--- src/rtl/tm_div.sv ---
module tm_div #(
	parameter int N_W = 16,
	parameter int D_W = 8,
	parameter int Q_W = 8
) (
	input  logic           clk,
	input  logic [N_W-1:0] n,
	input  logic [D_W-1:0] d,
	output logic [Q_W-1:0] q
);

	logic [D_W-1:0] rem_s [Q_W-1];
	logic [Q_W-1:0] low_s [Q_W-1];
	logic [D_W-1:0] d_s   [Q_W-1];
	logic [Q_W-1:0] q_s   [Q_W];

	// quotient is known to fit Q_W bits
	for (genvar k = 0; k < Q_W; k++) begin : g_stage
		logic [D_W-1:0] rem_in;
		logic [Q_W-1:0] low_in;
		logic [D_W-1:0] d_in;
		logic [Q_W-1:0] q_in;
		logic [D_W:0]   rem_sh;
		logic [D_W:0]   diff;
		logic           fit;

		if (k == 0) begin : g_head
			assign rem_in = D_W'(n >> Q_W);
			assign low_in = n[Q_W-1:0];
			assign d_in = d;
			assign q_in = '0;
		end else begin : g_body
			assign rem_in = rem_s[k-1];
			assign low_in = low_s[k-1];
			assign d_in = d_s[k-1];
			assign q_in = q_s[k-1];
		end

		assign rem_sh = {rem_in, low_in[Q_W-1]};
		assign diff = rem_sh - {1'b0, d_in};
		assign fit = rem_sh >= {1'b0, d_in};

		always_ff @(posedge clk) begin
			q_s[k] <= {q_in[Q_W-2:0], fit};
		end

		if (k < Q_W - 1) begin : g_carry
			always_ff @(posedge clk) begin
				rem_s[k] <= fit ? diff[D_W-1:0] : rem_sh[D_W-1:0];
				low_s[k] <= low_in << 1;
				d_s[k] <= d_in;
			end
		end
	end

	assign q = q_s[Q_W-1];

endmodule

--- config.mk ---
export PLATFORM = sky130hd
export DESIGN_NAME = tm_div
export DESIGN_NICKNAME = d
export VERILOG_FILES = /design/src/rtl/tm_div.sv
export SDC_FILE = /design/constraint.sdc
export NUM_CORES = 1
export LEC_CHECK = 0
export BUFFER_PORTS_ARGS = -buffer_cell sky130_fd_sc_hd__buf_2
export CAP_MARGIN = 10
export CORE_ASPECT_RATIO = 1.4
export CORE_MARGIN = 2
export CORE_UTILIZATION = 35
export CTS_CLUSTER_SIZE = 40
export DETAILED_ROUTE_END_ITERATION = 7
export PLACE_DENSITY = 0.55
export SYNTH_ARGS = -nofsm -noshare
export SYNTH_HDL_FRONTEND = slang
export SYNTH_SLANG_ARGS = --single-unit
--- constraint.sdc ---
create_clock -name clk -period 3.4 [get_ports clk]
set_input_delay 0.51 -clock clk [delete_from_list [all_inputs] [get_ports clk]]
set_output_delay 0.51 -clock clk [all_outputs]
set_load 0.1 [all_outputs]
# Yosys cells after proc, flatten, opt, wreduce, memory -nomap -nowiden
# Memory sizes are Yosys's and may differ from the RTL's.
# Index checks and enable logic that the tools add are counted.
dict set report totals {
  register_bits 0
  ramBits 225
  wordCells 26
  mem_count 4
}
dict set report op_classes {
  addsub 7
  magnitude_cmp 8
  muxes 7
}
# memory words width read_ports rd_ports_with_merged_regs wr line
set mem_list {}
lappend mem_list {q_s 8 8 8 0 8 15} ;# logic [Q_W-1:0] q_s [Q_W];
lappend mem_list {d_s 7 8 7 0 7 14} ;# logic [D_W-1:0] d_s [Q_W-1];
lappend mem_list {rem_s 7 8 7 0 7 12} ;# logic [D_W-1:0] rem_s [Q_W-1];
lappend mem_list {low_s 7 7 7 0 7 13} ;# logic [Q_W-1:0] low_s [Q_W-1];
# cell count
set op_table {}
lappend op_table {{greater-or-equal comparator 9 x 8 -> 1 bit} 8}
lappend op_table {{2-to-1 mux 8 bit} 7}
lappend op_table {{subtractor 8 bit} 7}

# Logic depth before layout (Yosys ltp)
# An unclocked memory read counts as a cell.
dict set report logic_depth {
  ltp_word 3
  ltp_mapped 8
  mapped_depth_nobuf 8
}

# Worst setup path before layout
# No wires, ideal clock.
dict set report synth_timing {
  kind {input to register}
  startpoint {input port d[6]}
  endpoint {memory rem_s[0][5]}
  setup_ps 123
  t_arrival_ps 1915
  setup_slack_ps 1362
  path_stages 7
  path_buffers 1
  path_cell_list {inv_1 -> ha_1 -> and4_1 -> and2_1 -> a221oi_2 -> buf_2 -> o21ai_0}
}
# item line
set synth_rtl {}
lappend synth_rtl {{start: declaration} 8} ;# input logic [D_W-1:0] d,
lappend synth_rtl {{end: declaration} 12}

==> run metrics <==
Inserted Diodes 0; worst endpoint required time 3.72 ns; Final Hold Slack 0.174 ns; # clock sinks 176; die boundary height 172 um; Die Area 21200 um^2; Vias 4717; I/O Buffers 32; asr flop ratio synth 0%; vias in the first global route 4929; hold_buf cts 0; DRT iter0 DRCs 178; outcome complete, no violations; Setup violations, final 0; Max Freq 408 MHz; Final min period 2.45 ns; Post-synth EDFFs 0; synth warn 0; sequential-to-total area share from yosys stat 50.2%; Filler cells 1908; MaxCap Viol Count 0; Crit path largest cell delay 0.85 ns; Num CTS Buffers 17; Least-Margin Pin Slew 0.997 ns; PwrDens 962 nW/um^2; initial antenna violation count 0; largest net degree at the start of global routing 19; row cnt 61; static leakage 3.67 nW; pre-CTS setup slack 0.999 ns; min setup slack post-route 0.952 ns; crit share post-route 72.0%; DR WL/cell 12.8 um; crit path max fanout 16; First-pass DRT Iterations 5; gpl congestion 0.865; Initial Util 35.5%; clk root buf clkbuf_16; crit-path most repeated cell inv_1; DRC 0; syn_nets 762; Power, Total 7.78 mW; worst path bufs/invs 2; core region area 19800 um^2; Worst Path Arrival 2.77 ns; All-Layer GR Usage 12.9%; area grow syn2layout 15.1%; Vias/cell 4.83; CP Launch Type flop; slowest stage cell, crit path a221oi_2; post-DP HPWL 9760 um; Routed WL 12500 um; GR Overflow Total 0; Synth Cell Area 7020 um^2; class of the tightest hold or removal check input port to flop; RSZ-0062 raised after global routing no; Sum Neg Setup Slack 0 ns; post-CTS setup buffers 0; Routed Antenna Nets 0; Worst-Skew Late Latency 0.43 ns; Final Hold Fails 0; post-CTS sizing 0; Avg Cell Area, Syn 10.5 um^2; Worst Setup End Kind flop; post-synthesis cell count 666; first-pass GRT wire length 21200 um; Chip Width 124 um; Crit Path Category flop to flop; IO Pins 33; Worst VDD drop 0.391 mV; H-tree levels 4; fraction of layout cells with a size suffix above 1 14.1%; ys flop type dfxtp_1; crit-path leading delay family compound AO/OA/AOI/OAI gates; CP cell instances inv_1 -> ha_1 -> a21oi_1 -> o21ai_0 -> a221oi_2 -> inv_1 -> o22a_1; Worst slew margin 33.5%; CTS tree built; flops & latches, synth 176; CTS clk-pin slew, worst paths 0.07 ns; synth unique cells 51; deepest clock path buffer count 2; Clock Skew 0.0160 ns; Slew Limit Fails 0; nets 808
worst paths after layout:
kind / start / to / slack (ns) / cells past startpoint
max: d_s[2][6] / rem_s[3][7] / 0.95 / 7
min: n[1] / low_s[0][1] / 0.17 / 1
max reg2reg: d_s[2][6] / rem_s[3][7] / 0.95 / 7
min reg2reg: low_s[0][2] / low_s[1][3] / 0.32 / 0
stage by stage:
stage | std cells | util (%) | instance area [um^2]
detailed placement | 945 | 37.8 | 7480
floorplan | 666 | - | 7020
global route | 977 | 40.9 | 8080
global placement | 945 | 37.8 | 7480
finish | 977 | 40.9 | 8080
CTS | 977 | 40.9 | 8080
where the power goes:
group          internal [mW]  leakage, nW  switching [mW]  total, mW
combinational           1.33         1.89            1.70       3.03
clock                   1.07        0.295           0.875       1.94
sequential              2.60         1.48           0.210       2.81
total                   4.99         3.67            2.78       7.78
logic make-up after synthesis:
kind of cell | synth area share, %
xor+xnor | 2.62
compound gates | 15.0
mux | 4.76
simple gates | 9.02
fa+ha+maj | 13.4
buf+inv | 5.03
flops | 50.2
routing by layer:
layer  part of all wire, %  global-route usage, %
met2                    58                   25.7
met3                   2.7                   2.98
met5                     0                      0
met1                    35                   10.7
met4                   3.9                   9.19
flip-flops by register name, summed over array words and instances, names as in the netlist:
signal / cells
q_s: 36
rem_s: 56
d_s: 56
low_s: 28
synthesized netlist by cell type (all sizes together), types with 9 or more instances:
master	count	area [um^2]
dfxtp	176	3520
inv	87	327
ha	64	801
o21ai	48	240
a21oi	39	206
nand2	34	128
mux2	20	244
nor2	17	63.8
a21o	13	97.6
nand3	12	60.1
o21a	11	82.6
xnor2	11	96.3
nand2b	10	62.6
nor2b	10	70.1
nor3	10	61.3
xor2	10	87.6
mux2i	9	90.1
cells in the final DEF (no fill, tap or decap), drive strengths merged, types with 12 or more instances in the layout:
cell,synthesis,layout
dfxtp,176,176
nor2,17,17
clkbuf,3,18
nand3,12,12
mux2,20,20
ha,64,64
a21o,13,13
nand2,34,34
a21oi,39,39
inv,87,94
buf,3,33
o21ai,48,48
area by class of cell:
class                   count  area (um^2)  area share [%]
clock buffers              18          439            5.44
clock inverters            14          164            2.03
inverters                  87          327            4.04
multi-input cells         397         3140            38.9
flip-flops and latches    176         3520            43.6
well taps                 252          315            3.90
repair buffers             33          168            2.07
Note: power is estimated with default switching activity, not from simulation.
