### src/rtl/tm_sqrt.sv
module tm_sqrt #(
	parameter int IN_W = 16
) (
	input  logic                  clk,
	input  logic [IN_W-1:0]       x,
	output logic [(IN_W+1)/2-1:0] r
);

	localparam int R_W = (IN_W + 1) / 2;

	logic [2*R_W-1:0] x_ext;
	logic [2*R_W-1:0] x_s    [R_W-1];
	logic [R_W+2:0]   rem_s  [R_W-1];
	logic [R_W-1:0]   root_s [R_W];

	assign x_ext = (2*R_W)'(x);

	for (genvar k = 0; k < R_W; k++) begin : g_stage
		logic [R_W+2:0]   rem_in;
		logic [R_W-1:0]   root_in;
		logic [2*R_W-1:0] x_in;
		logic [R_W+2:0]   rem_sh;
		logic [R_W+2:0]   trial;
		logic             fit;

		if (k == 0) begin : g_head
			assign rem_in = '0;
			assign root_in = '0;
			assign x_in = x_ext;
		end else begin : g_body
			assign rem_in = rem_s[k-1];
			assign root_in = root_s[k-1];
			assign x_in = x_s[k-1];
		end

		assign rem_sh = {rem_in[R_W:0], x_in[2*R_W-1 -: 2]};
		assign trial = {1'b0, root_in, 2'b01};
		assign fit = rem_sh >= trial;

		always_ff @(posedge clk) begin
			root_s[k] <= {root_in[R_W-2:0], fit};
		end

		if (k < R_W - 1) begin : g_carry
			always_ff @(posedge clk) begin
				rem_s[k] <= fit ? rem_sh - trial : rem_sh;
				x_s[k] <= x_in << 2;
			end
		end
	end

	assign r = root_s[R_W-1];

endmodule

### config.mk
export PLATFORM = sky130hd
export DESIGN_NAME = tm_sqrt
export DESIGN_NICKNAME = d
export VERILOG_FILES = /design/src/rtl/tm_sqrt.sv
export SDC_FILE = /design/constraint.sdc
export NUM_CORES = 1
export LEC_CHECK = 0
export ABC_AREA = 1
export BUFFER_PORTS_ARGS = -buffer_cell sky130_fd_sc_hd__clkbuf_2
export CORE_UTILIZATION = 30
export DETAILED_ROUTE_END_ITERATION = 12
export SLEW_MARGIN = 5
export SYNTH_ARGS = -nofsm -noshare
export SYNTH_HDL_FRONTEND = slang
export SYNTH_SLANG_ARGS = --single-unit
### constraint.sdc
create_clock -name clk -period 3.3 [get_ports clk]
set_clock_uncertainty 0.05 [all_clocks]
set_input_delay 0.66 -clock clk [delete_from_list [all_inputs] [get_ports clk]]
set_output_delay 0.66 -clock clk [all_outputs]
set_load 0.02 [all_outputs]
Word-level counts from Yosys, hierarchy flattened
Memories as Yosys holds them, arrays and structs flattened.
Index checks and enable logic that the tools add are counted.
Widths: inputs -> output; s select.
Word-level totals
  flip-flop bits (word level): 0
  bits in writable memories: 239
  output and inout port bits: 8
  input bits: 17
  memories kept: 3
  logic and storage cells: 25
Operators by class
  $add $sub $neg: 7
  $lt $le $gt $ge: 8
  mux-type cells: 7
Memory list
  x_s: depth 7, width 14, rd ports 7, clocked after Yosys merged registers in 0, write ports 7, RTL line 12  | logic [2*R_W-1:0] x_s [R_W-1];
  rem_s: depth 7, width 11, rd ports 7, clocked after Yosys merged registers in 0, write ports 7, RTL line 13  | logic [R_W+2:0] rem_s [R_W-1];
  root_s: depth 8, width 8, rd ports 8, clocked after Yosys merged registers in 0, write ports 8, RTL line 14  | logic [R_W-1:0] root_s [R_W];
Operator list (number)
  $ge 11x10->1: 7
  $mux 11: 7
  $sub 11x10->11: 6
  $sub 2x1->3 const B: 1
  $ge 2x1->1 const B: 1

Longest topological paths before layout
Gate-level depths: netlist (run 1).
An unclocked memory read counts as a cell.
  depth after elaboration: 3
  depth in mapped cells: 11
  mapped depth without buffers: 11

Worst setup path before layout (run 1)
OpenSTA, ideal clock, no wires.
  kind: flip-flop to flip-flop
  start: mem root_s[0][18] (netlist bit)
  end: mem rem_s[3][3] (netlist bit)
  setup time: 0.118 ns
  data arrival time: 1.352 ns
  cell stages (with the launch flop): 9
  data required time: 3.132 ns
  setup slack: 1.780 ns
  path through: dfxtp_1 inv_1 ha_1 a21oi_2 and2_4 nand2_2 nor2_4 buf_8 o21ai_2
RTL lines (RTL line)
  from (decl): 14
  to (decl): 13

==> impl_metrics.json, run 1 <==
{
  "antenna_found_initial": 0,
  "synthArstFlopShare_pct": 0,
  "end_kind": "flop",
  "ir_worst_vdd_mv": 0.3977,
  "fin_util_pct": 36.42,
  "worst_slew_pin_slew_ps": 492.3,
  "grt_pass1_vias": 3823,
  "hpwl_um": 7274,
  "cts_setup_buffers": 0,
  "seq_area_frac_synth_pct": 50.85,
  "rsz0062_at_grt": "false",
  "status": "completed",
  "groute.usage.overall_pct": 10.70,
  "p_clk_share_pct": 34.5,
  "cts_buffers": 17,
  "finalHoldViolations": 0,
  "synth_edf_count": 0,
  "critical-path-top-delay-family": "simple AND/OR/NAND/NOR gates",
  "viasPerCell": 3.992,
  "pwr-share-comb_pct": 25.6,
  "first_pass_iters": 4,
  "period_minus_slack_ps": 1910,
  "cp.arrival_ps": 2170,
  "gp_congestion": 0.8328,
  "die_y_um": 141.8,
  "maxCapViolations": 0,
  "cts_sinks": 149,
  "p_leak_nw": 3.584,
  "fill_cells": 1902,
  "fin_cells": 996,
  "startpoint_type": "flop",
  "vias": 3976,
  "cts-root-buf": "clkbuf_16",
  "post-place-cells": 964,
  "yosysWarningCount": 0,
  "die_area_um2": 20120,
  "clk_latency_ps": 420,
  "cpPeakStageDelay_ps": 340,
  "synth_ff_type": "dfxtp_1",
  "dieWidth_um": 141.8,
  "drive_above_1_share_pct": 16.71,
  "core_um2": 18960,
  "num_rows": 50,
  "max_freq_ghz": 0.5235,
  "port_buffers": 24,
  "setup_violations": 0,
  "clk_path_buf_depth": 2,
  "antenna_cells": 0,
  "ios": 25,
  "slew_violations": 0,
  "gr-total-overflow": 0,
  "min_path_cells": 0,
  "swShare_pct": 32.33,
  "wl_um": 9462,
  "power.density_nw_per_um2": 849.8,
  "htree_levels": 4,
  "wire_per_inst_um": 9.500,
  "grt_max_degree": 17,
  "finalCritPeriodShare_pct": 57.88,
  "yosys_register_bits": 149,
  "slew_headroom_pct": 66.83,
  "syn_area_um2": 5866,
  "final_antenna_net_count": 0,
  "switchingPower_mw": 1.897,
  "crit_slowest_cell": "ha_1",
  "crit_type": "reg -> reg",
  "r2r-start": "root_s[0][18]$_DFF_P_",
  "synth_cells": 683,
  "initial_core_util_pct": 30.94,
  "drcViolationCount": 0,
  "path_cells": "inv_1 -> ha_1 -> a21oi_2 -> and2_4 -> nand2_2 -> nor2_4 -> inv_1 -> nand2_1 -> nand2_1",
  "avgSynthCellArea_um2": 8.588,
  "area_growth_pct": 17.68,
  "drt_iter0_drc": 150,
  "postCtsHoldBufs": 0,
  "ys_types": 33,
  "hold_class": "reg -> reg",
  "worstHoldStart": "x_s[1][5]$_DFF_P_",
  "r2r_slack_ps": 1390,
  "holdWs_ps": 271.0,
  "synth_nets": 741,
  "power.internal_mw": 3.969,
  "grt_pass1_wl_um": 16750,
  "nNetsFinal": 781,
  "crit_fanout": 12,
  "cts-resized-gates": 0,
  "cts_tree": "done",
  "critPathBufInv": 2,
  "worstHoldEndpoint": "x_s[2][7]$_DFF_P_",
  "pwr-share-seq_pct": 39.9,
  "required_ps": 3560,
  "reg2reg_to": "rem_s[3][0]$_DFF_P_",
  "setup_tns_ps": 0,
  "rr_worst_depth": 9,
  "clkTransAtPathRegs_ps": 60
}
metrics by stage:
stage,power (mW),setup slack (ps),instance area (µm²)
floorplan,3.580,1780,5866
global placement,3.888,1396,6270
detailed placement,3.894,1385,6270
CTS,5.949,1377,6903
global route,6.295,1162,6903
finish,5.866,1390,6903
final cells by class:
cell class,count,area [µm²],area share (%)
sequential,149,2983,43.21
multi-input combinational,405,2369,34.31
inverter,126,473.0,6.852
clock buffer,17,425.4,6.163
tap,260,325.3,4.713
clock inverter,15,207.7,3.009
timing repair buffer,24,120.1,1.740
state kept, by name, summed over array words and instances, names as in the netlist:
name,count
rem_s,57
root_s,36
x_s,56
how the worst max path moves through the flow:
stage                     startpoint                  end  cells past startpoint
2_1_floorplan  root_s[0][18]$_DFF_P_  rem_s[3][3]$_DFF_P_                      8
6_report       root_s[0][18]$_DFF_P_  rem_s[3][0]$_DFF_P_                      9
5_1_grt         root_s[1][4]$_DFF_P_  rem_s[5][5]$_DFF_P_                     10
4_1_cts         root_s[1][4]$_DFF_P_  rem_s[5][5]$_DFF_P_                     10
3_3_place_gp    root_s[1][4]$_DFF_P_  rem_s[5][6]$_DFF_P_                     10
3_5_place_dp    root_s[1][4]$_DFF_P_  rem_s[5][5]$_DFF_P_                     10
cell usage in the layout (no fill, tap or decap):
master	synthesis	final
a211oi_1	1	1
a21oi_1	11	11
a21oi_2	12	12
a31oi_4	1	1
and2_4	1	1
bufinv_16	0	3
clkbuf_16	0	17
clkbuf_2	0	24
clkinv_2	0	1
clkinv_8	0	1
clkinvlp_4	0	1
conb_1	1	1
dfxtp_1	149	149
ha_1	41	41
inv_1	120	120
inv_2	6	6
inv_6	0	5
inv_8	0	4
nand2_1	183	183
nand2_2	17	17
nand2_4	2	2
nand3_1	33	33
nand3b_1	2	2
nand4_1	9	9
nor2_1	25	25
nor2_2	3	3
nor2_4	5	5
nor3_1	3	3
nor3_2	3	3
nor3b_1	1	1
nor4_2	1	1
o211ai_1	2	2
o21a_1	1	1
o21ai_0	12	12
o21ai_1	3	3
o21ai_2	12	12
or2_2	4	4
xnor2_1	5	5
xor2_1	11	11
kinds of logic (layout without fill, tap and decap cells):
logic type	Yosys count	count (layout)	synth area share [%]
AND/OR/NAND/NOR	292	292	22.50
flip-flops	149	149	50.85
buffers and inverters	129	182	8.767
AO/OA/AOI/OAI	55	55	6.677
adder cells (fa/ha/maj)	41	41	8.746
XOR/XNOR	16	16	2.389
other	1	1	0.06393
metal layers:
metal  GRT usage [%]  vias up  wire length, µm
met5               0        -                0
met4           5.093        0              159
met3           3.611       15              284
met2           17.86       38             4588
met1           12.28     1737             4429
li1                -     2186                -
power by group through the flow:
stage	Combinational [mW]	Clock (mW)	Sequential, mW
4_1_cts	1.52	2.08	2.34
2_1_floorplan	1.23	0	2.35
5_1_grt	1.74	2.17	2.38
3_5_place_dp	1.51	0	2.38
3_3_place_gp	1.50	0	2.38
6_report	1.50	2.02	2.34
worst reg2reg max path, stage by stage (launching register included):
cell	delay (ps)
dfxtp_1	330
inv_1	50
ha_1	340
a21oi_2	200
and2_4	170
nand2_2	70
nor2_4	320
inv_1	160
nand2_1	90
nand2_1	40
synth_stat cells, types with 3 or more instances:
library cell / instances / area, µm²
nand2_1: 183 / 686.9
xor2_1: 11 / 96.34
nand4_1: 9 / 56.30
nor3_1: 3 / 15.01
dfxtp_1: 149 / 2983
o21ai_0: 12 / 60.06
nor3_2: 3 / 30.03
nor2_1: 25 / 93.84
nand3_1: 33 / 165.2
nor2_2: 3 / 18.77
a21oi_2: 12 / 105.1
inv_2: 6 / 22.52
a21oi_1: 11 / 55.05
inv_1: 120 / 450.4
nand2_2: 17 / 106.4
xnor2_1: 5 / 43.79
or2_2: 4 / 25.02
ha_1: 41 / 513.0
o21ai_2: 12 / 105.1
nor2_4: 5 / 56.30
o21ai_1: 3 / 15.01
Note: power is estimated with default switching activity, not from simulation.
==> run 2, diff against run 1 <==
ABC_AREA = 0   (was 1)
clock period = 1.7 ns   (was 3.3 ns; I/O delays follow)
==> impl_metrics.json, run 2 <==
{
  "power_mw": 11.72,
  "final_antenna_net_count": 0,
  "drive_above_1_share_pct": 45.14,
  "finalHoldViolations": 0,
  "wire_per_inst_um": 12.08,
  "synth.top_cell.area_share_pct": 57.45,
  "ios": 25,
  "cpPeakStageDelay_ps": 340,
  "reg.largest.list": "rem_s: 57 flops, x_s: 56 flops, root_s: 36 flops",
  "hold_class": "in -> reg",
  "end_kind": "flop",
  "antenna_found_initial": 0,
  "largest_reg_flops": 57,
  "vias": 3804,
  "cts_buffers": 17,
  "path_cells": "ha_4 -> o21a_1 -> o21a_1 -> o21a_1 -> nor3b_4 -> buf_6 -> mux2_4",
  "synthArstFlopShare_pct": 0,
  "crit_type": "reg -> reg",
  "synth_nets": 532,
  "antenna_cells": 0,
  "crit_start": "rem_s[2][0]$_DFF_P_",
  "grt_pass1_vias": 3850,
  "period_minus_slack_ps": 1903,
  "ys_types": 53,
  "synth_most_common_cell": "dfxtp_1",
  "gp_congestion": 0.9028,
  "area_growth_pct": 49.52,
  "drt_iter0_drc": 131,
  "core_um2": 16760,
  "cts-root-buf": "clkbuf_16",
  "status": "complete, but fails checks",
  "clkTransAtPathRegs_ps": 60,
  "maxCapViolations": 0,
  "largest_register": "rem_s",
  "rsz0062_at_grt": "true",
  "r2r-start": "rem_s[2][0]$_DFF_P_",
  "clk_path_buf_depth": 2,
  "path_common_cell": "o21a_1",
  "crit_slowest_cell": "dfxtp_2",
  "dieWidth_um": 133.6,
  "grt_max_degree": 17,
  "max_freq_ghz": 0.5255,
  "hpwl_um": 6833,
  "synth_area_leaders": "dfxtp_1 57%, ha_1 9.9%, inv_1 3.4%",
  "finalCritPeriodShare_pct": 111.9,
  "synth_cells": 474,
  "reg2reg_to": "rem_s[3][2]$_DFF_P_",
  "critPathCapture": "rem_s[3][2]$_DFF_P_",
  "first_pass_iters": 5,
  "yosys-top-cells-count": "149 x dfxtp_1, 47 x inv_1, 41 x ha_1",
  "grt_pass1_wl_um": 16840,
  "port_buffers": 24,
  "synth_ff_type": "dfxtp_1",
  "avgSynthCellArea_um2": 10.95,
  "mostFrequentLayoutCells": "122 x dfxtp_1, 80 x buf_4, 31 x inv_1",
  "viasPerCell": 4.434,
  "setup_violations": 29,
  "rr_worst_depth": 7,
  "r2r_slack_ps": -200,
  "setup_ws_ps": -203.0,
  "synth_edf_count": 0,
  "gr-total-overflow": 0,
  "htree_levels": 4,
  "seq_area_frac_synth_pct": 57.45,
  "drcViolationCount": 0,
  "final_common_cell": "dfxtp_1",
  "p_leak_nw": 3.456,
  "die_area_um2": 17840,
  "cp.arrival_ps": 2160,
  "violations": "setup timing",
  "num_rows": 47,
  "yosysTopAreaCell": "dfxtp_1",
  "cts_sinks": 149,
  "clk_latency_ps": 420,
  "nNetsFinal": 683,
  "ir_worst_vdd_mv": 0.9393,
  "required_ps": 1960,
  "slew_violations": 0,
  "syn_area_um2": 5192,
  "cts_tree": "done",
  "holdWs_ps": 49.94,
  "preCtsSetupSlack_ps": -218.0,
  "wl_um": 10360,
  "groute.usage.overall_pct": 12.25,
  "startpoint_type": "flop",
  "initial_core_util_pct": 30.98,
  "crit_fanout": 5,
  "yosysWarningCount": 0,
  "die_y_um": 133.6,
  "yosys_register_bits": 149,
  "fill_cells": 1505,
  "power.density_nw_per_um2": 1510
}
## run 2: cell count changes in the layout (fill, tap and decap cells not counted), sizes merged, moves of 14 or more
cell / previous run / this run
dlygate4sd3: 0 / 14
buf: 0 / 98
nand2: 202 / 21
nand3: 33 / 2
inv: 135 / 57
o21a: 1 / 15
## run 2: cell type report
type	instances	area, µm²	share of cell area (%)
clock buffers	18	439.2	5.657
flip-flops and latches	149	3017	38.86
well taps	220	275.3	3.546
repair buffers	136	1072	13.81
inverters	49	186.4	2.401
clock inverters	14	156.4	2.015
multi-input cells	272	2618	33.71
## run 2: worst max-delay path: cells and delay by family (launching register included)
kind                     cells  cell delay [ps]
adder cells (fa/ha/maj)      1              230
flip-flops                   1              340
multiplexers                 1              300
AO/OA/AOI/OAI                3              530
buffers and inverters        1              150
AND/OR/NAND/NOR              1              180
## run 2: through the flow
step	util, %	setup TNS (ps)	cells	area, µm²
after global routing	46.32	-5186	858	7764
after global placement	37.35	-3642	790	6260
after detailed placement	37.35	-4678	790	6260
final	46.32	-2726	858	7764
after CTS	44.73	-2177	855	7497
after floorplan	-	-1730	474	5334
## run 2: metal layers
| layer | track usage [%] | wire length [µm] |
|---|---|---|
| met5 | 0 | 0 |
| met4 | 6.629 | 258 |
| met3 | 4.033 | 318 |
| met2 | 22.57 | 5662 |
| met1 | 12.06 | 4123 |
## run 2: worst min-delay path by stage
stage / cells after the start / start / to
floorplan: 0 / x_s[4][11]$_DFF_P_ / x_s[5][13]$_DFF_P_
global placement: 0 / x_s[1][3]$_DFF_P_ / x_s[2][5]$_DFF_P_
detailed placement: 0 / x_s[2][9]$_DFF_P_ / x_s[3][11]$_DFF_P_
CTS: 2 / x[14] / rem_s[0][0]$_DFF_P_
global route: 2 / x[14] / rem_s[0][0]$_DFF_P_
finish: 2 / x[14] / rem_s[0][0]$_DFF_P_
## run 2: cell families after synthesis
logic type	synth area share, %
compound gates	12.34
xor+xnor	4.386
fa+ha+maj	9.879
buf+inv	3.880
flops	57.45
mux	1.687
other cells	0.07222
simple gates	10.31
## run 2: report_power, final
| part | switching, mW | internal (mW) | total (mW) |
|---|---|---|---|
| sequential | 0.381 | 4.15 | 4.53 |
| clock | 1.58 | 2.12 | 3.70 |
| combinational | 1.54 | 1.95 | 3.49 |
## run 2: repair_timing
| action | CTS | global route |
|---|---|---|
| resized for setup | 94 | 63 |
| hold buffers | 14 | 0 |
| endpoints found under the setup margin | 46 | 48 |
| setup buffers | 20 | 7 |
| pin swaps | 37 | 39 |
| endpoints found under the hold margin | 14 | 0 |
