File: config.mk
export PLATFORM = sky130hd
export DESIGN_NAME = tm_mul
export DESIGN_NICKNAME = d
export VERILOG_FILES = /design/src/rtl/tm_mul.sv
export SDC_FILE = /design/constraint.sdc
export NUM_CORES = 1
export LEC_CHECK = 0
export BUFFER_PORTS_ARGS = -buffer_cell sky130_fd_sc_hd__buf_2
export CORE_UTILIZATION = 35
export CTS_BUF_LIST = sky130_fd_sc_hd__clkbuf_16
export DETAILED_ROUTE_END_ITERATION = 10
export GPL_TIMING_DRIVEN = 0
export PLACE_DENSITY = 0.55
export SYNTH_ARGS = -nofsm -noshare
export SYNTH_HDL_FRONTEND = slang
export SYNTH_SLANG_ARGS = --single-unit
export TNS_END_PERCENT = 100
File: constraint.sdc
create_clock -name clk -period 2.5 [get_ports clk]
set_clock_uncertainty 0.2 [all_clocks]
set_input_delay 0.25 -clock clk [delete_from_list [all_inputs] [get_ports clk]]
set_output_delay 0.25 -clock clk [all_outputs]
set_load 0.01 [all_outputs]
File: src/rtl/tm_mul.sv
module tm_mul #(
	parameter int A_W = 8,
	parameter int B_W = 8
) (
	input  logic               clk,
	input  logic [A_W-1:0]     a,
	input  logic [B_W-1:0]     b,
	output logic [A_W+B_W-1:0] p
);

	localparam int P_W = A_W + B_W;

	logic [A_W-1:0] a_s   [B_W-1];
	logic [B_W-1:0] b_s   [B_W-1];
	logic [P_W-1:0] acc_s [B_W];

	// one multiplier bit per stage
	always_ff @(posedge clk) begin
		a_s[0] <= a;
		b_s[0] <= b;
		acc_s[0] <= b[0] ? P_W'(a) : P_W'(0);
		for (int k = 1; k < B_W - 1; k++) begin
			a_s[k] <= a_s[k-1];
			b_s[k] <= b_s[k-1];
		end
		for (int k = 1; k < B_W; k++) begin
			acc_s[k] <= acc_s[k-1] + (b_s[k-1][k] ? (P_W'(a_s[k-1]) << k) : P_W'(0));
		end
	end

	assign p = acc_s[B_W-1];

endmodule

# Yosys cells after proc, flatten, opt, wreduce, memory -nomap -nowiden
# Memory sizes are Yosys's and may differ from the RTL's.
# Cells that the tools add are included.
totals:
  word_cells: 18
  ramBits: 240
  mem_count: 3
  output_inout_bits: 16
  inputBits: 17
  ff_bits: 0
memory_table:
  columns: ["name", "depth", "word_bits", "rd", "rd_clocked_by_memory_dff", "wr", "line_no", "source"]
  rows:
  - ["acc_s", 8, 16, 8, 0, 8, "15", "logic [P_W-1:0] acc_s [B_W];"]
  - ["a_s", 7, 8, 7, 0, 7, "13", "logic [A_W-1:0] a_s [B_W-1];"]
  - ["b_s", 7, 8, 7, 0, 7, "14", "logic [B_W-1:0] b_s [B_W-1];"]
op_classes:
  addsub: 7
  muxes: 8
ops:
  columns: ["operator", "n"]
  rows:
  - ["16-bit adder", 3]
  - ["16-bit by 10-bit adder with 16-bit output", 1]
  - ["16-bit by 11-bit adder with 16-bit output", 1]
  - ["16-bit by 12-bit adder with 16-bit output", 1]
  - ["16-bit by 9-bit adder with 16-bit output", 1]
  - ["15-bit two-way mux", 1]
  - ["14-bit two-way mux", 1]
  - ["13-bit two-way mux", 1]
  - ["12-bit two-way mux", 1]
  - ["11-bit two-way mux", 1]
  - ["10-bit two-way mux", 1]
  - ["9-bit two-way mux", 1]
  - ["8-bit two-way mux", 1]

# Depth between registers and ports, before layout
# Gate-level depths: netlist of run 1.
depth:
  word_depth: 2
  depth_mapped: 9
  mapped_depth_nobuf: 9

# Least setup slack after synthesis of run 1
# Ideal clock, no wire load.
synth_timing:
  path_type: "reg2reg"
  from: "memory b_s[5][6]"
  to: "memory acc_s[1][46] (netlist bit)"
  stages_incl_launch_ff: 9
  required_time_ps: 2174
  synth_period_minus_slack_ps: 2045
  t_arrival_ps: 1719
  setup_time_ps: 126
  path_buffers: 0
  slack_ps: 455
  cell_sequence: "dfxtp_1 -> and2_1 -> ha_1 -> fa_1 -> a21o_1 -> a21oi_2 -> o21ai_1 -> nor4_1 -> a21oi_1"
synth_rtl:
  columns: ["item", "line_no"]
  rows:
  - ["from (decl)", "14"]
  - ["to (decl)", "15"]

==> results of run 1 <==
-- through the flow --
stage          setup WS, ns  cells  hold slack [ns]  util (%)  power, mW
6_report              0.229    820            0.123      43.0       8.09
4_1_cts               0.215    820            0.125      43.0       8.23
3_5_place_dp          0.216    773            0.112      38.5       5.46
3_3_place_gp          0.252    773            0.111      38.5       5.42
2_1_floorplan         0.455    516           0.0777         -       5.10
5_1_grt              0.0499    820            0.127      43.0       8.63
-- state kept, by name, indices dropped and copies added, names as in the netlist --
name and cells:
a_s 56, acc_s 99, b_s 28
-- worst max-delay path, stage by stage (launching register included) --
cell and delay (ns):
dfxtp_1 0.37, and2_1 0.18, ha_1 0.21, fa_1 0.41
a21o_1 0.21, a21oi_2 0.18, o21ai_1 0.12, nor4_1 0.21
a21oi_1 0.07
-- where the power goes --
part	internal, mW	switching (mW)
clock	1.66	1.04
sequential	3.51	0.182
combinational	0.909	0.793
-- per-layer routing --
metal	vias to the layer above	GRT usage, %
li1	1846	-
met1	1552	8.75
met2	43	17.9
met3	14	4.38
met4	0	5.99
met5	-	0
-- synth_stat cells, types with 3 or more instances --
cell type    n
a21oi_1     17
a21oi_2      9
o21ai_1      7
nor4_1       5
o21ai_0     11
nand2b_1     3
nor2_1      22
ha_1        55
o21a_1       6
inv_1       14
nand3b_1     4
nor3_1       4
xnor2_1     29
nand2_1     13
and2_1      62
and2b_1      3
xor2_1      10
dfxtp_1    183
nor2b_1      3
buf_4       16
fa_1         7
a21o_1       9
o21bai_1     3
-- layout make-up --
| cell class | instances | area (µm²) |
|---|---|---|
| clock inverters | 14 | 185 |
| multi-input cells | 303 | 2410 |
| well taps | 225 | 282 |
| clock buffers | 17 | 425 |
| fillers | 1649 | 9900 |
| flip-flops and latches | 183 | 3660 |
| repair buffers | 48 | 320 |
| inverters | 14 | 52.6 |
| plain buffers | 16 | 120 |
-- logic make-up after synthesis --
kind of cell / share of synthesized area [%]
flops: 58.7
simple gates: 11.3
compound gates: 8.56
fa+ha+maj: 13.3
xor+xnor: 5.47
buf+inv: 2.77
-- timing repair --
item,4_1_cts,5_1_grt
hold endpoints to repair,23,0
endpoints found under the setup margin,0,0
hold buffers,16,0
-- worst paths after layout --
path | to | slack (ns) | startpoint
setup / recovery | acc_s[1][46] | 0.23 | b_s[5][6]
hold / removal | b_s[6][7] | 0.12 | b_s[5][7]
setup reg to reg | acc_s[1][46] | 0.23 | b_s[5][6]
hold reg to reg | b_s[6][7] | 0.12 | b_s[5][7]
==> metrics.md, run 1 <==
| Metric | Value |
|---|---|
| DR iter-0 viols | 80 |
| Sink Count | 183 |
| CORE AREA | 17400 µm² |
| Final nets | 662 |
| Vias in the first global route | 3376 |
| Synthesis warning total | 0 |
| RSZ-0062 raised after global routing | false |
| First-pass GRT wire length | 13700 µm |
| Worst r2r path cells | 8 |
| CTS Buf Count | 17 |
| Setup violations, final | 0 |
| Status | finished, final reports clean |
| WL met3 | 267 µm |
| Metal-1 WL | 3190 µm |
| Max-slew violations | 0 |
| VDD IR-drop max | 0.547 mV |
| Synth async-reset ratio | 0% |
| Layout cells sized above 1 | 15.5% |
| Worst-path clk slew | 0.06 ns |
| Ys flop type | dfxtp_1 |
| EDFF count, synth | 0 |
| P_leak | 3.31 nW |
| Mapped Nets | 595 |
| Antenna Nets Post-Route | 0 |
| Worst min path class | reg -> reg |
| Least-Margin Pin Slew | 0.321 ns |
| Root Driver | clkbuf_16 |
| Commonest non-fill, non-tap cell in the layout | dfxtp_1 |
| TritonCTS clock tree | yes |
| Sequential-to-total area share from yosys stat | 58.7% |
| Detailed-routed wire length on met2 | 4180 µm |
| Flops & latches, synth | 183 |
| Final min period | 2.27 ns |
| GRT Total Usage | 9.79% |
| Die X | 136 µm |
| Post-CTS Resized | 0 |
| DR DRC count | 0 |
| Final HPWL DP | 5800 µm |
| Latest clock arrival within the worst-skew pair | 0.42 ns |
| WP data arrival | 2.37 ns |
| Hold Path Depth | 0 |
| Finished layout cell area | 7460 µm² |
| Die area | 18400 µm² |
| IO Pins | 33 |
| Initial Util | 36.0% |
| TritonRoute pass-1 iters | 4 |
| Relative slew margins | 78.4% |
| CTS Buffer Depth | 2 |
| Crit end category | flip-flop |
| Unique masters post-synth | 37 |
| Vias per cell | 4.21 |
| Port Buf Inserts | 32 |
| Pwr/cell area | 1080 nW/µm² |
| Synth Instances | 516 |
| Post-place instance area | 6690 µm² |
| Area delta synth->final | 19.4% |
| Synth top area share | 58.7% |
| Most frequent cells in the layout | dfxtp_1 (183), and2_1 (62), ha_1 (55), buf_2 (32), xnor2_1 (29) |
| Synth area leader | dfxtp_1 |
| H-tree levels | 4 |
| Max Fclk | 440 MHz |
| Post-route setup TNS | 0 ns |
| DR WL/cell | 9.56 µm |
| Setup crit start kind | flip-flop |
| ANT cells | 0 |
| Top sig layer | met4 |
| CP Max Fanout | 8 |
| RePlAce Congestion | 0.757 |
| Worst Path Required | 2.60 ns |
| Postcts setup bufs | 0 |
| Crit Path Class | reg -> reg |
| Post-Syn Area per Cell | 12.1 µm² |
| Final hold violation count | 0 |
| Maxcap violations | 0 |
| Synth area leaders | dfxtp_1 (59%), ha_1 (11%), and2_1 (6.2%), xnor2_1 (4.1%), fa_1 (2.2%) |
| Total congestion overflow | 0 |
| Vias | 3455 |
| Post-Syn Area | 6240 µm² |
| Largest net degree at the start of global routing | 17 |
| DRT Wirelength | 7840 µm |
| # rows | 48 |
| Antenna violations before repair | 0 |
| Die H | 136 µm |
| Final Cycle Share | 90.8% |
Power figures use the tool's default switching activity.
==> run 2: changes to the inputs <==
--- a/config.mk
+++ b/config.mk
@@ -10,7 +10,6 @@
 export CTS_BUF_LIST = sky130_fd_sc_hd__clkbuf_16
 export DETAILED_ROUTE_END_ITERATION = 10
 export GPL_TIMING_DRIVEN = 0
-export PLACE_DENSITY = 0.55
 export SYNTH_ARGS = -nofsm -noshare
 export SYNTH_HDL_FRONTEND = slang
 export SYNTH_SLANG_ARGS = --single-unit
==> run 2 against run 1 <==
  * Combinational power is essentially flat
  * Power grew 0.22%
  * Core utilization is the same
  * Sequential share of layout area is the same
  * Largest power group unchanged
==> metrics.md, run 2 (synthesis gave the netlist of run 1 again) <==
| Metric | Value |
|---|---|
| Postcts setup bufs | 0 (unchanged) |
| Antenna Nets Post-Route | 0 (unchanged) |
| Register name with the most flops | acc_s |
| DR WL/cell | 9.72 µm (+1.7%) |
| # rows | 48 (unchanged) |
| DR DRC count | 0 (unchanged) |
| Max reg flops | 99 (unchanged) |
| Final HPWL DP | 5810 µm (+0.21%) |
| Worst-path clk slew | 0.07 ns (about the same) |
| Post-place instance area | 6690 µm² (unchanged) |
| Least-Margin Pin Slew | 0.328 ns (+0.00708 ns) |
| Top Registers | acc_s x99, a_s x56, b_s x28 |
| Final hold violation count | 0 (unchanged) |
| Area delta synth->final | 19.4% (unchanged) |
| Max-slew violations | 0 (unchanged) |
| Final Cycle Share | 89.9% (-0.95 points) |
| Final nets | 662 (unchanged) |
| ANT cells | 0 (unchanged) |
| WP data arrival | 2.36 ns (about the same) |
| Die X | 136 µm (unchanged) |
| Setup crit start kind | flip-flop |
| Commonest non-fill, non-tap cell in the layout | dfxtp_1 |
| Antenna violations before repair | 0 (unchanged) |
| Maxcap violations | 0 (unchanged) |
| Final min period | 2.25 ns (-0.0238 ns) |
| Layout cells sized above 1 | 15.9% (+0.48 points) |
| Max Fclk | 445 MHz (+1.1%) |
| Sink Count | 183 (unchanged) |
| IO Pins | 33 (unchanged) |
| Largest net degree at the start of global routing | 19 (+2) |
| Vias per cell | 4.22 (+0.11%) |
| Setup violations, final | 0 (unchanged) |
| DR iter-0 viols | 91 (+14%) |
| Root Driver | clkbuf_16 |
| TritonCTS clock tree | yes |
| GRT Total Usage | 10.2% (+0.40 points) |
| Post-route setup TNS | 0 ns (unchanged) |
| Crit Path Class | reg -> reg |
| CTS Buf Count | 17 (unchanged) |
| RePlAce Congestion | 0.768 (+1.4%) |
| Latest clock arrival within the worst-skew pair | 0.43 ns (about the same) |
| TritonRoute pass-1 iters | 4 (unchanged) |
| H-tree levels | 4 (unchanged) |
| Worst min path class | reg -> reg |
| VDD IR-drop max | 0.569 mV (+3.9%) |
| CP Max Fanout | 8 (unchanged) |
| P_leak | 3.31 nW (+0.21%) |
| Total congestion overflow | 0 (unchanged) |
| Vias in the first global route | 3498 (+3.6%) |
| WHS | 0.126 ns (+0.00231 ns) |
| Die area | 18400 µm² (unchanged) |
| RSZ-0062 raised after global routing | false |
| Post-cts hold buffer count | 16 (unchanged) |
| Relative slew margins | 77.9% (-0.48 points) |
| CORE AREA | 17400 µm² (unchanged) |
| DRT Wirelength | 7980 µm (+1.8%) |
| Most frequent cells in the layout | dfxtp_1 (183), and2_1 (62), ha_1 (55), buf_2 (32), xnor2_1 (29) |
| Die H | 136 µm (unchanged) |
| Crit end category | flip-flop |
| First-pass GRT wire length | 14400 µm (+5.1%) |
| Final Util | 43.0% (unchanged) |
| Initial Util | 36.0% (unchanged) |
| Pwr/cell area | 1090 nW/µm² (+0.22%) |
| Port Buf Inserts | 32 (unchanged) |
| Post-CTS Resized | 0 (unchanged) |
| Status | finished, final reports clean |
| Vias | 3463 (+0.23%) |
| Finished layout cell area | 7460 µm² (unchanged) |
| CTS Buffer Depth | 2 (unchanged) |
| Worst Path Required | 2.61 ns (about the same) |
[run 2: cell types whose count changed in the layout (fill, tap and decap cells not counted), moves of 2 or more]
cell and delta:
inv_8 +2, inv_6 +6, clkinv_2 -2, clkinvlp_4 -3, bufinv_16 -2
[run 2: metal layers]
| layer | vias up | global-route usage (%) | share of wire [%] | wire, µm |
|---|---|---|---|---|
| li1 | 1851 | - | - | - |
| met1 | 1553 | 9.49 | 41 | 3250 |
| met2 | 47 | 18.8 | 53 | 4230 |
| met3 | 12 | 4.41 | 4.2 | 335 |
| met4 | 0 | 5.06 | 2.0 | 161 |
| met5 | - | 0 | 0 | 0 |
[run 2: worst max-delay path: stages (launching register included)]
cell	delay (ns)
dfxtp_1	0.36
and2_1	0.18
ha_1	0.21
fa_1	0.41
a21o_1	0.21
a21oi_2	0.17
o21ai_1	0.11
nor4_1	0.21
a21oi_1	0.07
[run 2: stage by stage]
step	std cells	setup slack (ns)	total power [mW]
global route	821	0.0552	8.65
floorplan	516	0.455	5.10
finish	821	0.253	8.11
detailed placement	773	0.252	5.47
CTS	821	0.224	8.24
global placement	773	0.268	5.41
[run 2: area by class of cell]
| class | count | area (µm²) |
|---|---|---|
| fillers | 1635 | 9900 |
| flip-flops and latches | 183 | 3660 |
| multi-input cells | 303 | 2410 |
| clock buffers | 17 | 425 |
| repair buffers | 48 | 320 |
| well taps | 225 | 282 |
| clock inverters | 15 | 185 |
| plain buffers | 16 | 120 |
| inverters | 14 | 52.6 |
[run 2: final timing paths]
| path | cells after the start | from | end | slack (ns) |
|---|---|---|---|---|
| worst max-delay path | 8 | b_s[5][6] | acc_s[1][46] | 0.25 |
| worst max register to register | 8 | b_s[5][6] | acc_s[1][46] | 0.25 |
| worst min-delay path | 0 | acc_s[0][34] | acc_s[0][50] | 0.13 |
| worst min register to register | 0 | acc_s[0][34] | acc_s[0][50] | 0.13 |
[run 2: power by group]
| part | leakage (nW) | internal [mW] | switching [mW] |
|---|---|---|---|
| Sequential | 1.54 | 3.50 | 0.180 |
| Combinational | 1.48 | 0.914 | 0.802 |
| Clock | 0.296 | 1.52 | 1.19 |
==> run 3: changes to the inputs <==
--- a/config.mk
+++ b/config.mk
@@ -5,10 +5,11 @@
 export SDC_FILE = /design/constraint.sdc
 export NUM_CORES = 1
 export LEC_CHECK = 0
-export BUFFER_PORTS_ARGS = -buffer_cell sky130_fd_sc_hd__buf_2
+export CORE_ASPECT_RATIO = 0.9
 export CORE_UTILIZATION = 35
 export CTS_BUF_LIST = sky130_fd_sc_hd__clkbuf_16
 export DETAILED_ROUTE_END_ITERATION = 10
+export DONT_BUFFER_PORTS = 1
 export GPL_TIMING_DRIVEN = 0
 export SYNTH_ARGS = -nofsm -noshare
 export SYNTH_HDL_FRONTEND = slang
==> run 3 against run 2 <==
  * Sequential cell count unchanged
  * Worst hold slack got worse by 0.0052 ns
  * Critical path depth unchanged
  * Sequential power about the same
  * Clock power about the same
  * Final cell count decreased by 2.7%
  * Core utilization decreased by 0.44 points
  * Cell area decreased by 2.1%
  * First-iteration DRC count decreased by 14%
  * Power decreased by 1.1%
==> metrics.md, run 3 (synthesis gave the netlist of run 1 again) <==
| Metric | Value |
|---|---|
| Status | finished, final reports clean |
| Pwr/cell area | 1100 nW/µm² (+0.98%) |
| CTS Buf Count | 17 (unchanged) |
| Final hold violation count | 0 (unchanged) |
| Final Worst Setup Slack | 0.251 ns (-0.00139 ns) |
| TritonRoute pass-1 iters | 4 (unchanged) |
| Root Driver | clkbuf_16 |
| Final nets | 630 (-4.8%) |
| Max reg flops | 99 (unchanged) |
| Max Fclk | 445 MHz (about the same) |
| # rows | 45 (-6.3%) |
| Maxcap violations | 0 (unchanged) |
| Antenna violations before repair | 0 (unchanged) |
| Commonest non-fill, non-tap cell in the layout | dfxtp_1 |
| Die area | 18400 µm² (about the same) |
| Crit Path Class | reg -> reg |
| WP data arrival | 2.36 ns (about the same) |
| DRT Wirelength | 8090 µm (+1.3%) |
| Vias | 3380 (-2.4%) |
| Antenna Nets Post-Route | 0 (unchanged) |
| TritonCTS clock tree | yes |
| Die H | 129 µm (-5.1%) |
| Relative slew margins | 79.4% (+1.5 points) |
| Die X | 143 µm (+5.3%) |
| RSZ-0062 raised after global routing | false |
| Area delta synth->final | 16.9% |
| CTS Buffer Depth | 2 (unchanged) |
| Most frequent cells in the layout | dfxtp_1 (183), and2_1 (62), ha_1 (55), xnor2_1 (29), nor2_1 (22) |
| DR WL/cell | 10.1 µm (+4.1%) |
| Latest clock arrival within the worst-skew pair | 0.43 ns (about the same) |
| CP Max Fanout | 8 (unchanged) |
| DR DRC count | 0 (unchanged) |
| Total power | 8.01 mW (-1.1%) |
| ANT cells | 0 (unchanged) |
| Setup crit start kind | flip-flop |
| First-pass GRT wire length | 14300 µm (-1.1%) |
| H-tree levels | 4 (unchanged) |
| Final HPWL DP | 5880 µm (+1.3%) |
| Worst-path clk slew | 0.07 ns (about the same) |
| RePlAce Congestion | 0.786 (+2.3%) |
| Post-CTS Resized | 0 (unchanged) |
| Top Registers | acc_s x99, a_s x56, b_s x28 |
| Max-slew violations | 0 (unchanged) |
| VDD IR-drop max | 0.549 mV (-3.4%) |
| Vias in the first global route | 3467 (-0.89%) |
| IO Pins | 33 (unchanged) |
| P_leak | 3.18 nW (-4.0%) |
| Sink Count | 183 (unchanged) |
| DR iter-0 viols | 78 (-14%) |
| CORE AREA | 17200 µm² (-1.1%) |
| Port Buf Inserts | 0 (-100%) |
| Total congestion overflow | 0 (unchanged) |
| Crit end category | flip-flop |
| Register name with the most flops | acc_s |
| Largest net degree at the start of global routing | 17 (-2) |
| Worst min path class | reg -> reg |
| WHS | 0.120 ns (-0.00520 ns) |
| Final min period | 2.25 ns (+0.00139 ns) |
| Post-route setup TNS | 0 ns (unchanged) |
| Initial Util | 36.4% (+0.39 points) |
| Final Cycle Share | 89.9% (about the same) |
| Setup violations, final | 0 (unchanged) |
| Least-Margin Pin Slew | 0.306 ns (-0.0228 ns) |
| GRT Total Usage | 10.1% (-0.12 points) |
| Layout cells sized above 1 | 11.0% (-4.9 points) |
| Vias per cell | 4.23 (+0.29%) |
| Worst Path Required | 2.61 ns (about the same) |
| Pre-CTS setup slack | 0.238 ns (-0.0140 ns) |
-- run 3: cell types whose count changed in the layout (fill, tap and decap cells not counted), sizes merged --
cell      previous run  this run
inv                 22        18
bufinv               2         3
buf                 48        16
clkinv               4         5
clkinvlp             1         3
-- run 3: area by class of cell --
class | count | area, µm²
Inverter | 14 | 52.6
Timing Repair Buffer | 16 | 160
Buffer | 16 | 120
Clock buffer | 17 | 425
Fill cell | 1606 | 9870
Sequential cell | 183 | 3660
Clock inverter | 15 | 178
Tap cell | 235 | 294
Multi-Input combinational cell | 303 | 2410
-- run 3: stage by stage --
step | instances | utilization (%) | cell area, µm²
floorplan | 516 | - | 6240
global placement | 751 | 38.1 | 6540
detailed placement | 751 | 38.1 | 6540
CTS | 799 | 42.5 | 7300
global route | 799 | 42.5 | 7300
finish | 799 | 42.5 | 7300
-- run 3: worst paths after layout --
| path | cells past startpoint | to | start | slack [ns] |
|---|---|---|---|---|
| setup / recovery | 8 | acc_s[1][46] | b_s[5][6] | 0.25 |
| hold / removal | 0 | acc_s[1][16] | acc_s[1][0] | 0.12 |
| setup reg to reg | 8 | acc_s[1][46] | b_s[5][6] | 0.25 |
| hold reg to reg | 0 | acc_s[1][16] | acc_s[1][0] | 0.12 |
-- run 3: what timing repair did --
item,in CTS,in global routing
hold endpoints to repair,23,0
hold buffers,16,0
setup buffers,0,0
-- run 3: power by group --
| part | internal, mW | leakage [nW] | switching [mW] | total, mW |
|---|---|---|---|---|
| registers | 3.51 | 1.54 | 0.185 | 3.69 |
| logic | 0.845 | 1.35 | 0.789 | 1.63 |
| clock network | 1.58 | 0.293 | 1.11 | 2.69 |
| total | 5.93 | 3.18 | 2.09 | 8.01 |
-- run 3: routing by layer --
| layer | global-route usage (%) | wire (µm) | up-vias |
|---|---|---|---|
| li1 | - | - | 1786 |
| met5 | 0 | 0 | - |
| met2 | 18.9 | 4230 | 41 |
| met1 | 9.16 | 3350 | 1533 |
| met3 | 3.46 | 286 | 20 |
| met4 | 6.83 | 220 | 0 |
-- run 3: critical path, stage by stage, from the launching register on --
cell and delay, ns:
dfxtp_1 0.37, and2_1 0.18, ha_1 0.22, fa_1 0.43
a21o_1 0.21, a21oi_2 0.17, o21ai_1 0.11, nor4_1 0.18
a21oi_1 0.07
